===== src/design/wgp_pkg.sv =====
`timescale 1ns / 1ps
// Shared types and constants for the write gather pipe.
// No dependencies; every other design file refers to it by scoped names.
package wgp_pkg;

	localparam int CHUNK_W     = 27;
	localparam int ADDR_W      = 32;
	localparam int DATA_W      = 64;
	localparam int REQ_W       = 2;
	localparam int CFG_IDX_W   = 2;
	localparam int QUEUE_DEPTH = 2;

	typedef logic [CHUNK_W-1:0] chunk_t;
	typedef logic [ADDR_W-1:0]  addr_t;

	// Write size codes
	typedef enum logic [REQ_W-1:0] {
		REQ_BYTE  = 2'd0,
		REQ_HALF  = 2'd1,
		REQ_WORD  = 2'd2,
		REQ_DWORD = 2'd3
	} req_type_t;

	// Configuration register indexes
	typedef enum logic [CFG_IDX_W-1:0] {
		REG_RING_BASE  = 2'd0,
		REG_RING_END   = 2'd1,
		REG_RING_START = 2'd2
	} reg_idx_t;

endpackage


===== src/design/write_gather_pipe_core.sv =====
`timescale 1ns / 1ps
// Write gather pipe: packs CPU writes into bursts and issues them as beats.
// Instantiates wgp_front, wgp_fifo and wgp_back; depends on wgp_pkg.
//
// Input channel: a write of 1, 2, 4 or 8 bytes (req_type, write_data) is
// taken when push is high and full is low, one per cycle. Bytes are appended
// to the gather buffer most significant first.
// Result channel: every BURST_BYTES gathered bytes leave as BURST_BYTES/8
// beats of 64 bits, each with its byte address in the current ring chunk,
// its beat number and a last flag. A beat is shown while empty is low and
// is taken when pop is high.
// Path: the write that completes a burst puts it into the burst queue; its
// beats then pass through the output register, one per cycle while pop is high.
// Throughput: one write per cycle. full rises only when the burst queue
// holds two bursts, which happens when the receiver stalls; the beat
// sequencer emits at most one beat per cycle from the queue head.
// Configuration: cfg_write_en writes ring base, ring end or ring start
// (start loads the ring pointer); write only while the pipe is idle.
// Reset: buffer and queue empty, ring pointer and registers zero.
module write_gather_pipe_core #(
	parameter int BURST_BYTES = 32
) (
	input  logic                          clk,
	input  logic                          arst_n,
	input  logic                          push,
	output logic                          full,
	input  logic [wgp_pkg::REQ_W-1:0]     req_type,
	input  logic [wgp_pkg::DATA_W-1:0]    write_data,
	output logic                          empty,
	input  logic                          pop,
	output logic [wgp_pkg::ADDR_W-1:0]    beat_address,
	output logic [wgp_pkg::DATA_W-1:0]    beat_data,
	output logic [1:0]                    beat_index,
	output logic                          burst_last,
	input  logic                          cfg_write_en,
	input  logic [wgp_pkg::CFG_IDX_W-1:0] cfg_index,
	input  logic [wgp_pkg::CHUNK_W-1:0]   cfg_data
);

	localparam int BURST_BITS = BURST_BYTES * 8;
	localparam int Q_W        = BURST_BITS + wgp_pkg::ADDR_W;

	logic                   q_full;
	logic                   q_push;
	logic                   q_valid;
	logic                   q_pop;
	logic [BURST_BITS-1:0]  burst_data;
	wgp_pkg::addr_t         burst_addr;
	logic [Q_W-1:0]         q_head;

	wgp_front #(
		.BURST_BYTES(BURST_BYTES)
	) u_front (
		.clk          (clk),
		.arst_n       (arst_n),
		.push         (push),
		.full         (full),
		.req_type     (req_type),
		.write_data   (write_data),
		.cfg_write_en (cfg_write_en),
		.cfg_index    (cfg_index),
		.cfg_data     (cfg_data),
		.q_full       (q_full),
		.burst_valid  (q_push),
		.burst_data   (burst_data),
		.burst_addr   (burst_addr)
	);

	wgp_fifo #(
		.WIDTH(Q_W)
	) u_fifo (
		.clk       (clk),
		.arst_n    (arst_n),
		.push      (q_push),
		.push_data ({burst_data, burst_addr}),
		.full      (q_full),
		.pop       (q_pop),
		.valid     (q_valid),
		.head_data (q_head)
	);

	wgp_back #(
		.BURST_BYTES(BURST_BYTES)
	) u_back (
		.clk          (clk),
		.arst_n       (arst_n),
		.head_valid   (q_valid),
		.head_data    (q_head[Q_W-1:wgp_pkg::ADDR_W]),
		.head_addr    (q_head[wgp_pkg::ADDR_W-1:0]),
		.head_pop     (q_pop),
		.empty        (empty),
		.pop          (pop),
		.beat_address (beat_address),
		.beat_data    (beat_data),
		.beat_index   (beat_index),
		.burst_last   (burst_last)
	);

endmodule


===== src/design/wgp_front.sv =====
`timescale 1ns / 1ps
// Front end: appends CPU writes to the gather buffer, cuts full bursts and
// owns the ring pointer and its registers. Depends on wgp_pkg.
module wgp_front #(
	parameter int BURST_BYTES = 32
) (
	input  logic                                clk,
	input  logic                                arst_n,
	input  logic                                push,
	output logic                                full,
	input  logic [wgp_pkg::REQ_W-1:0]           req_type,
	input  logic [wgp_pkg::DATA_W-1:0]          write_data,
	input  logic                                cfg_write_en,
	input  logic [wgp_pkg::CFG_IDX_W-1:0]       cfg_index,
	input  logic [wgp_pkg::CHUNK_W-1:0]         cfg_data,
	input  logic                                q_full,
	output logic                                burst_valid,
	output logic [BURST_BYTES*8-1:0]            burst_data,
	output wgp_pkg::addr_t                      burst_addr
);

	localparam int BEATS = BURST_BYTES / 8;
	localparam int CNT_W = $clog2(BURST_BYTES + 8);
	localparam int WI_W  = CNT_W - 3;

	logic [63:0]           words_q   [BEATS+1];
	logic [63:0]           words_nxt [BEATS+1];
	logic [CNT_W-1:0]      count_q;
	logic [CNT_W-1:0]      count_nxt;
	logic [3:0]            size;
	logic [63:0]           aligned;
	logic [7:0]            bmask;
	logic [127:0]          shifted;
	logic [15:0]           smask;
	logic [2:0]            off;
	logic [WI_W-1:0]       widx;
	logic                  accept;
	logic                  burst;
	wgp_pkg::chunk_t       chunk_q;
	wgp_pkg::chunk_t       base_q;
	wgp_pkg::chunk_t       end_q;

	assign full        = q_full;
	assign accept      = push && !q_full;
	assign burst_valid = accept && burst;
	assign burst_addr  = wgp_pkg::ADDR_W'(chunk_q) * wgp_pkg::ADDR_W'(BURST_BYTES);

	// Left-align the used bytes so the first byte sits in bits 63:56
	always_comb begin
		unique case (wgp_pkg::req_type_t'(req_type))
			wgp_pkg::REQ_BYTE: begin
				size    = 4'd1;
				aligned = {write_data[7:0], 56'd0};
				bmask   = 8'h80;
			end
			wgp_pkg::REQ_HALF: begin
				size    = 4'd2;
				aligned = {write_data[15:0], 48'd0};
				bmask   = 8'hC0;
			end
			wgp_pkg::REQ_WORD: begin
				size    = 4'd4;
				aligned = {write_data[31:0], 32'd0};
				bmask   = 8'hF0;
			end
			wgp_pkg::REQ_DWORD: begin
				size    = 4'd8;
				aligned = write_data;
				bmask   = 8'hFF;
			end
		endcase
	end

	always_comb begin
		off       = count_q[2:0];
		widx      = count_q[CNT_W-1:3];
		shifted   = {aligned, 64'd0} >> {off, 3'b000};
		smask     = {bmask, 8'd0} >> off;
		count_nxt = count_q + CNT_W'(size);
		burst     = count_nxt >= CNT_W'(BURST_BYTES);
		for (int j = 0; j <= BEATS; j++) begin
			words_nxt[j] = words_q[j];
			for (int k = 0; k < 8; k++) begin
				if (widx == WI_W'(j) && smask[15-k])
					words_nxt[j][63-8*k -: 8] = shifted[127-8*k -: 8];
				if (j > 0 && widx == WI_W'(j-1) && smask[7-k])
					words_nxt[j][63-8*k -: 8] = shifted[63-8*k -: 8];
			end
		end
		for (int b = 0; b < BEATS; b++)
			burst_data[b*64 +: 64] = words_nxt[b];
	end

	// Buffer bytes at or above the count are never read, so no reset
	always_ff @(posedge clk) begin
		if (accept) begin
			if (burst) begin
				// move spill word to the front
				words_q[0] <= words_nxt[BEATS];
			end else begin
				for (int j = 0; j <= BEATS; j++)
					words_q[j] <= words_nxt[j];
			end
		end
	end

	always_ff @(posedge clk or negedge arst_n) begin
		if (!arst_n) begin
			count_q <= '0;
		end else if (accept) begin
			count_q <= burst ? CNT_W'(count_nxt - CNT_W'(BURST_BYTES)) : count_nxt;
		end
	end

	always_ff @(posedge clk or negedge arst_n) begin
		if (!arst_n) begin
			base_q  <= '0;
			end_q   <= '0;
			chunk_q <= '0;
		end else if (cfg_write_en) begin
			unique case (wgp_pkg::reg_idx_t'(cfg_index))
				wgp_pkg::REG_RING_BASE:  base_q  <= cfg_data;
				wgp_pkg::REG_RING_END:   end_q   <= cfg_data;
				wgp_pkg::REG_RING_START: chunk_q <= cfg_data;
				default: ;
			endcase
		end else if (burst_valid) begin
			// wrap at the end chunk, otherwise step one chunk
			chunk_q <= (chunk_q == end_q) ? base_q : chunk_q + 1'b1;
		end
	end

	a_count_below_burst: assert property (@(posedge clk) disable iff (!arst_n)
		count_q < CNT_W'(BURST_BYTES))
		else $error("gather count reached a full burst between transactions");

	a_burst_has_room: assert property (@(posedge clk) disable iff (!arst_n)
		burst_valid |-> !q_full)
		else $error("burst issued into a full queue");

	a_burst_advances_ring: assert property (@(posedge clk) disable iff (!arst_n)
		burst_valid && !cfg_write_en && $past(1'b1) |=>
			(chunk_q == $past(base_q) || chunk_q == $past(chunk_q) + 1'b1))
		else $error("ring pointer did not advance after a burst");

endmodule


===== src/design/wgp_fifo.sv =====
`timescale 1ns / 1ps
// Short burst queue between the gather front end and the beat sequencer.
// Depends on wgp_pkg for its depth.
module wgp_fifo #(
	parameter int WIDTH = 288
) (
	input  logic             clk,
	input  logic             arst_n,
	input  logic             push,
	input  logic [WIDTH-1:0] push_data,
	output logic             full,
	input  logic             pop,
	output logic             valid,
	output logic [WIDTH-1:0] head_data
);

	localparam int DEPTH = wgp_pkg::QUEUE_DEPTH;
	localparam int PTR_W = (DEPTH > 1) ? $clog2(DEPTH) : 1;
	localparam int CNT_W = $clog2(DEPTH + 1);

	logic [WIDTH-1:0] entry_q [DEPTH];
	logic [PTR_W-1:0] wr_ptr_q;
	logic [PTR_W-1:0] rd_ptr_q;
	logic [CNT_W-1:0] count_q;

	assign full      = count_q == CNT_W'(DEPTH);
	assign valid     = count_q != '0;
	assign head_data = entry_q[rd_ptr_q];

	always_ff @(posedge clk) begin
		if (push)
			entry_q[wr_ptr_q] <= push_data;
	end

	always_ff @(posedge clk or negedge arst_n) begin
		if (!arst_n) begin
			wr_ptr_q <= '0;
			rd_ptr_q <= '0;
			count_q  <= '0;
		end else begin
			if (push)
				wr_ptr_q <= (wr_ptr_q == PTR_W'(DEPTH - 1)) ? '0 : PTR_W'(wr_ptr_q + 1'b1);
			if (pop)
				rd_ptr_q <= (rd_ptr_q == PTR_W'(DEPTH - 1)) ? '0 : PTR_W'(rd_ptr_q + 1'b1);
			if (push && !pop)
				count_q <= CNT_W'(count_q + 1'b1);
			else if (pop && !push)
				count_q <= CNT_W'(count_q - 1'b1);
		end
	end

	a_no_overflow: assert property (@(posedge clk) disable iff (!arst_n)
		!(push && full))
		else $error("burst queue overflow");

	a_no_underflow: assert property (@(posedge clk) disable iff (!arst_n)
		!(pop && !valid))
		else $error("burst queue underflow");

	a_count_bound: assert property (@(posedge clk) disable iff (!arst_n)
		count_q <= CNT_W'(DEPTH))
		else $error("burst queue count out of range");

endmodule


===== src/design/wgp_back.sv =====
`timescale 1ns / 1ps
// Back end: walks the head burst one 64-bit beat per cycle into the output
// register whenever it is empty or being popped. Depends on wgp_pkg.
module wgp_back #(
	parameter int BURST_BYTES = 32
) (
	input  logic                       clk,
	input  logic                       arst_n,
	input  logic                       head_valid,
	input  logic [BURST_BYTES*8-1:0]   head_data,
	input  wgp_pkg::addr_t             head_addr,
	output logic                       head_pop,
	output logic                       empty,
	input  logic                       pop,
	output wgp_pkg::addr_t             beat_address,
	output logic [wgp_pkg::DATA_W-1:0] beat_data,
	output logic [1:0]                 beat_index,
	output logic                       burst_last
);

	localparam int BEATS  = BURST_BYTES / 8;
	localparam int BEAT_W = (BEATS > 1) ? $clog2(BEATS) : 1;

	logic [BEAT_W-1:0]   beat_q;
	logic [BEAT_W+1:0]   beat_ext;
	logic                out_valid_q;
	logic                load;
	logic                last_beat;

	assign empty     = !out_valid_q;
	assign load      = head_valid && (!out_valid_q || pop);
	assign last_beat = beat_q == BEAT_W'(BEATS - 1);
	assign head_pop  = load && last_beat;
	assign beat_ext  = {2'b00, beat_q};

	always_ff @(posedge clk) begin
		if (load) begin
			beat_address <= head_addr + wgp_pkg::ADDR_W'({beat_q, 3'b000});
			beat_data    <= head_data[beat_q*64 +: 64];
			beat_index   <= beat_ext[1:0];
			burst_last   <= last_beat;
		end
	end

	always_ff @(posedge clk or negedge arst_n) begin
		if (!arst_n) begin
			out_valid_q <= 1'b0;
			beat_q      <= '0;
		end else begin
			if (load) begin
				out_valid_q <= 1'b1;
				beat_q      <= last_beat ? '0 : BEAT_W'(beat_q + 1'b1);
			end else if (pop) begin
				out_valid_q <= 1'b0;
			end
		end
	end

	a_pop_on_last: assert property (@(posedge clk) disable iff (!arst_n)
		head_pop |-> head_valid && last_beat)
		else $error("burst dropped before its last beat");

	a_burst_held: assert property (@(posedge clk) disable iff (!arst_n)
		beat_q != '0 |-> head_valid)
		else $error("burst left the queue part way through");

	a_last_closes: assert property (@(posedge clk) disable iff (!arst_n)
		load && last_beat |=> beat_q == '0 && burst_last)
		else $error("beat counter did not restart after the last beat");

endmodule

===== config.mk =====
export PLATFORM = sky130hd
export DESIGN_NAME = write_gather_pipe_core
export DESIGN_NICKNAME = d
export VERILOG_FILES = /design/src/design/wgp_pkg.sv /design/src/design/write_gather_pipe_core.sv /design/src/design/wgp_front.sv /design/src/design/wgp_fifo.sv /design/src/design/wgp_back.sv
export SDC_FILE = /design/constraint.sdc
export NUM_CORES = 2
export LEC_CHECK = 0
export ABC_CLOCK_PERIOD_IN_PS = 18800
export BUFFER_PORTS_ARGS = -buffer_cell sky130_fd_sc_hd__buf_2
export CORE_ASPECT_RATIO = 0.5
export CORE_MARGIN = 3
export CORE_UTILIZATION = 55
export CTS_CLUSTER_DIAMETER = 50
export CTS_CLUSTER_SIZE = 25
export DETAILED_ROUTE_END_ITERATION = 10
export PLACE_DENSITY_LB_ADDON = 0.3
export SLEW_MARGIN = 20
export SYNTH_ARGS = -nofsm -noshare
export SYNTH_HDL_FRONTEND = slang
export SYNTH_SLANG_ARGS = --single-unit

===== constraint.sdc =====
create_clock -name clk -period 18.8 [get_ports clk]
set_input_delay 0.94 -clock clk [delete_from_list [all_inputs] [get_ports clk]]
set_output_delay 0.94 -clock clk [all_outputs]
set_load 0.02 [all_outputs]

==> run_summary.xml <==
<?xml version="1.0" encoding="UTF-8"?>
<metrics>
  <group name="yosys">
    <metric name="post_synth_inst_count" unit="">3389</metric>
    <metric name="yosys.area.top_type_share" unit="">0.5946</metric>
    <metric name="synth_async_sr_flop_share" unit="">0.08752</metric>
    <metric name="postSynthRegisterBits" unit="">1074</metric>
    <metric name="yosys_warns" unit="">0</metric>
    <metric name="post_synth.cell_area_avg" unit="um2">14.60</metric>
    <metric name="synth_cell_types" unit="">84</metric>
    <metric name="synth_enable_flop_cells" unit="">980</metric>
    <metric name="seq_area_frac_synth" unit="">0.6421</metric>
    <metric name="post-synth-top-area-cell" unit="">sky130_fd_sc_hd__edfxtp_1</metric>
    <metric name="synth_top_flop_cell" unit="">sky130_fd_sc_hd__edfxtp_1</metric>
    <metric name="syn_area" unit="mm2">0.04949</metric>
    <metric name="synth.area.top_cells" unit="">sky130_fd_sc_hd__edfxtp_1 (59%), sky130_fd_sc_hd__mux2_2 (7.4%), sky130_fd_sc_hd__mux4_2 (6.6%), sky130_fd_sc_hd__dfrtp_1 (4.8%), sky130_fd_sc_hd__mux2i_1 (2.6%)</metric>
  </group>
  <group name="detailed_routing">
    <metric name="post_drt_via_cell_ratio" unit="">6.570</metric>
    <metric name="wl" unit="mm">127.6</metric>
    <metric name="drc_errors" unit="">0</metric>
    <metric name="drt_iter0_markers" unit="">4187</metric>
    <metric name="number_of_nets_with_antenna_violations_after_routing" unit="">0</metric>
    <metric name="avgRoutedWirePerCell" unit="um">26.98</metric>
    <metric name="vias" unit="">31078</metric>
    <metric name="drt-pass1-iter-count" unit="">10</metric>
  </group>
  <group name="pwr">
    <metric name="power_per_cell_area" unit="mW/mm2">156.1</metric>
    <metric name="cellLeakagePower" unit="nW">18.57</metric>
    <metric name="power.share.combinational" unit="">0.369</metric>
    <metric name="power.sequential.fraction" unit="">0.461</metric>
    <metric name="power_switching" unit="mW">3.032</metric>
    <metric name="switching_share" unit="">0.3642</metric>
    <metric name="vdd_ir_drop_max" unit="uV">87.61</metric>
    <metric name="p_int" unit="mW">5.292</metric>
    <metric name="power_frac_clock" unit="">0.170</metric>
  </group>
  <group name="worst_setup_path">
    <metric name="reg2reg_depth" unit="">9</metric>
    <metric name="timing.setup.critical_path_class" unit="">in2reg</metric>
    <metric name="worst_setup_path_start_kind" unit="">input pin</metric>
    <metric name="required_time_at_the_endpoint_of_the_critical_path" unit="ns">19.08</metric>
    <metric name="max_stage_delay" unit="ns">0.81</metric>
    <metric name="crit_path_capture_type" unit="">flop</metric>
    <metric name="cp.arrival" unit="ns">6.88</metric>
    <metric name="worstPathMaxFanout" unit="">66</metric>
    <metric name="crit_path_cell_trace" unit="">buf_2 -&gt; buf_4 -&gt; nand2b_1 -&gt; inv_2 -&gt; ha_1 -&gt; a21oi_1 -&gt; o22ai_1 -&gt; xnor2_1 -&gt; nand2_1 -&gt; nor2_4 -&gt; buf_4 -&gt; buf_4 -&gt; buf_4</metric>
    <metric name="critPathSlowestCell" unit="">sky130_fd_sc_hd__buf_4</metric>
    <metric name="path_common_cell" unit="">sky130_fd_sc_hd__buf_4</metric>
  </group>
  <group name="final_layout">
    <metric name="fillCellCount" unit="">6706</metric>
    <metric name="mostFrequentLayoutCell" unit="">sky130_fd_sc_hd__edfxtp_1</metric>
    <metric name="area.growth.synth_to_final" unit="%">7.764</metric>
    <metric name="final_net_count" unit="">3604</metric>
    <metric name="highest_count_cells_in_the_layout_ignoring_fill_and_taps" unit="">sky130_fd_sc_hd__edfxtp_1 (980), sky130_fd_sc_hd__mux2_2 (326), sky130_fd_sc_hd__nand2_1 (301)</metric>
    <metric name="multi_input_area" unit="mm2">0.01671</metric>
    <metric name="layout-drive-gt1-share" unit="">0.2417</metric>
    <metric name="seqCellArea" unit="mm2">0.03180</metric>
  </group>
  <group name="grt">
    <metric name="grt_antenna_before_repair" unit="">15</metric>
    <metric name="groute.usage.overall" unit="">0.2683</metric>
    <metric name="grt_max_degree" unit="">92</metric>
    <metric name="grt_pass1_wl" unit="mm">190.7</metric>
    <metric name="grt_pass1_vias" unit="">30079</metric>
    <metric name="gr-total-overflow" unit="">0</metric>
  </group>
  <group name="sta">
    <metric name="period_share" unit="">0.3508</metric>
    <metric name="setup_total_negative_slack" unit="ns">0</metric>
    <metric name="finalClockSkew" unit="ns">0.03081</metric>
    <metric name="min_period" unit="ns">6.595</metric>
    <metric name="setup_viol" unit="">0</metric>
    <metric name="max_slew.worst_pin.slew" unit="ns">1.201</metric>
    <metric name="drv_slew" unit="">0</metric>
    <metric name="timing.fmax" unit="MHz">151.6</metric>
    <metric name="slew_headroom" unit="">0.1925</metric>
    <metric name="final_critical_path_setup_slack" unit="ns">12.21</metric>
    <metric name="timing_hold_violations_final" unit="">0</metric>
    <metric name="rsz_0062_raised_after_global_routing" unit="">false</metric>
  </group>
  <group name="die">
    <metric name="row_count" unit="">77</metric>
    <metric name="die_width" unit="um">430.2</metric>
    <metric name="die_area" unit="mm2">0.09384</metric>
    <metric name="ioPinCount" unit="">201</metric>
    <metric name="dieHeight" unit="um">218.1</metric>
    <metric name="floorplan_core_area" unit="mm2">0.08873</metric>
    <metric name="initial_utilization" unit="">0.5578</metric>
  </group>
  <group name="clock_tree">
    <metric name="cts_num_sinks" unit="">1074</metric>
    <metric name="cts.path.max_buffers" unit="">3</metric>
    <metric name="htree_num_levels" unit="">2</metric>
    <metric name="clk-insertion-delay-late" unit="ns">0.67</metric>
    <metric name="cts-resized-gates" unit="">0</metric>
    <metric name="clk_pin_slew_worst_paths" unit="ns">0.09</metric>
    <metric name="cts.hold.buffers_added" unit="">0</metric>
    <metric name="total_clock_buffers_created_by_cts" unit="">56</metric>
    <metric name="cts_root_buffer" unit="">sky130_fd_sc_hd__clkbuf_16</metric>
    <metric name="cts_tree" unit="">done</metric>
    <metric name="cts_setup_buffers" unit="">0</metric>
  </group>
  <group name="outcome">
    <metric name="outcome" unit="">complete, no violations</metric>
  </group>
  <group name="flow_run">
    <metric name="max_cap_violations" unit="">0</metric>
  </group>
  <group name="placed_design">
    <metric name="gp_weighted_congestion" unit="">0.9668</metric>
    <metric name="dpl_worst_slack" unit="ns">11.54</metric>
    <metric name="numPortBuffers" unit="">197</metric>
    <metric name="dp_hpwl" unit="mm">86.12</metric>
  </group>
  <group name="hold_path">
    <metric name="min_path_type" unit="">in2async</metric>
  </group>
</metrics>
## worst paths after layout
| path | slack [ns] | to | from |
|---|---|---|---|
| setup / recovery | 12.21 | u_fifo.entry_q[0][69] | req_type[1] |
| hold / removal | 0.28 | u_front.base_q[19] | arst_n |
| setup reg to reg | 12.88 | u_fifo.entry_q[0][69] | u_front.count_q[0] |
| hold reg to reg | 0.50 | u_fifo.count_q[1] | u_fifo.count_q[1] |
| max in group asynchronous | 17.32 | u_front.count_q[1] | arst_n |
| min in group clk | 0.50 | u_fifo.count_q[1] | u_fifo.count_q[1] |
## area by class of cell
class | count | area share
well taps | 1185 | 0.02780
clock buffers | 69 | 0.02759
multi-input cells | 2087 | 0.3133
clock inverters | 28 | 0.006264
repair buffers | 248 | 0.02620
diodes | 11 | 0.0005161
inverters | 28 | 0.002111
flip-flops and latches | 1074 | 0.5962
## kinds of logic after synthesis
logic type / share of synthesized area
compound gates: 0.08929
xor+xnor: 0.01009
fa+ha+maj: 0.002629
buf+inv: 0.02167
flops: 0.6421
mux: 0.1684
other cells: 0.00007577
simple gates: 0.06573
## critical path, delay by kind of cell
kind | cells | cell delay, ns
buffers and inverters | 6 | 3.44
and+or+nand+nor | 3 | 1.19
AOI/OAI and AO/OA | 2 | 0.67
adders and majority gates | 1 | 0.25
xor gates and xnor gates | 1 | 0.22
## cells in the mapped netlist (8+ instances only)
| cell | instances |
|---|---|
| sky130_fd_sc_hd__o2bb2ai_1 | 13 |
| sky130_fd_sc_hd__buf_6 | 10 |
| sky130_fd_sc_hd__buf_2 | 50 |
| sky130_fd_sc_hd__and4b_1 | 8 |
| sky130_fd_sc_hd__xnor2_1 | 25 |
| sky130_fd_sc_hd__a2bb2oi_1 | 9 |
| sky130_fd_sc_hd__mux2i_1 | 128 |
| sky130_fd_sc_hd__a22o_1 | 20 |
| sky130_fd_sc_hd__a31oi_1 | 38 |
| sky130_fd_sc_hd__buf_4 | 19 |
| sky130_fd_sc_hd__nand3_1 | 63 |
| sky130_fd_sc_hd__o32a_1 | 9 |
| sky130_fd_sc_hd__and2_1 | 12 |
| sky130_fd_sc_hd__inv_1 | 22 |
| sky130_fd_sc_hd__clkbuf_1 | 93 |
| sky130_fd_sc_hd__ha_1 | 8 |
| sky130_fd_sc_hd__o211ai_1 | 13 |
| sky130_fd_sc_hd__nor4_1 | 9 |
| sky130_fd_sc_hd__o21a_1 | 27 |
| sky130_fd_sc_hd__nor3_1 | 16 |
| sky130_fd_sc_hd__a211oi_1 | 18 |
| sky130_fd_sc_hd__a21oi_1 | 97 |
| sky130_fd_sc_hd__a21o_1 | 21 |
| sky130_fd_sc_hd__a22oi_1 | 48 |
| sky130_fd_sc_hd__and3_1 | 22 |
| sky130_fd_sc_hd__o31ai_1 | 8 |
| sky130_fd_sc_hd__buf_1 | 30 |
| sky130_fd_sc_hd__mux4_2 | 146 |
| sky130_fd_sc_hd__xor2_1 | 32 |
| sky130_fd_sc_hd__nand4_1 | 15 |
| sky130_fd_sc_hd__dfrtp_1 | 94 |
| sky130_fd_sc_hd__nand2_1 | 301 |
| sky130_fd_sc_hd__nor2_1 | 211 |
| sky130_fd_sc_hd__a221o_1 | 18 |
| sky130_fd_sc_hd__o21ai_0 | 249 |
| sky130_fd_sc_hd__o22ai_1 | 39 |
| sky130_fd_sc_hd__mux2_2 | 326 |
| sky130_fd_sc_hd__o2111ai_1 | 8 |
| sky130_fd_sc_hd__edfxtp_1 | 980 |
| sky130_fd_sc_hd__nand2b_1 | 21 |
## power by group through the flow
stage | clock network (mW) | logic, mW | registers (mW)
final | 1.42 | 3.07 | 3.84
after global routing | 1.53 | 3.29 | 3.89
after CTS | 1.43 | 3.04 | 3.84
after detailed placement | 0 | 3.02 | 3.89
after global placement | 0 | 2.93 | 3.87
after floorplan | 0 | 2.03 | 3.94
## flip-flops by register name (all words and copies together) (netlist names)
name and cells:
u_front.chunk_q 27, u_front.count_q 6, u_front.end_q 27, u_fifo.entry_q 566, u_fifo.wr_ptr_q 1, u_back.burst_last 1
u_back.out_valid_q 1, u_front.words_q 320, u_back.beat_index 1, u_front.base_q 27, u_fifo.rd_ptr_q 1, u_back.beat_data 64
u_back.beat_address 28, u_fifo.count_q 2, u_back.beat_q 2
## layer usage
metal / routed length (um) / global-route usage
met1: 52660 / 0.3900
met2: 58920 / 0.4154
met3: 12270 / 0.05294
met4: 3752 / 0.07893
met5: 29 / 0
## through the flow
step	total power, mW	util	cell area [um2]	hold WS (ns)	instances
final	8.323	0.6011	53330	0.2766	4730
after global routing	8.716	0.6011	53330	0.2887	4730
after global placement	6.800	0.5797	51440	0.4821	4620
after detailed placement	6.911	0.5798	51450	0.4923	4620
after floorplan	5.967	-	49500	0.4402	3391
after CTS	8.309	0.6002	53250	0.2681	4717
(Power assumes the default switching activity.)
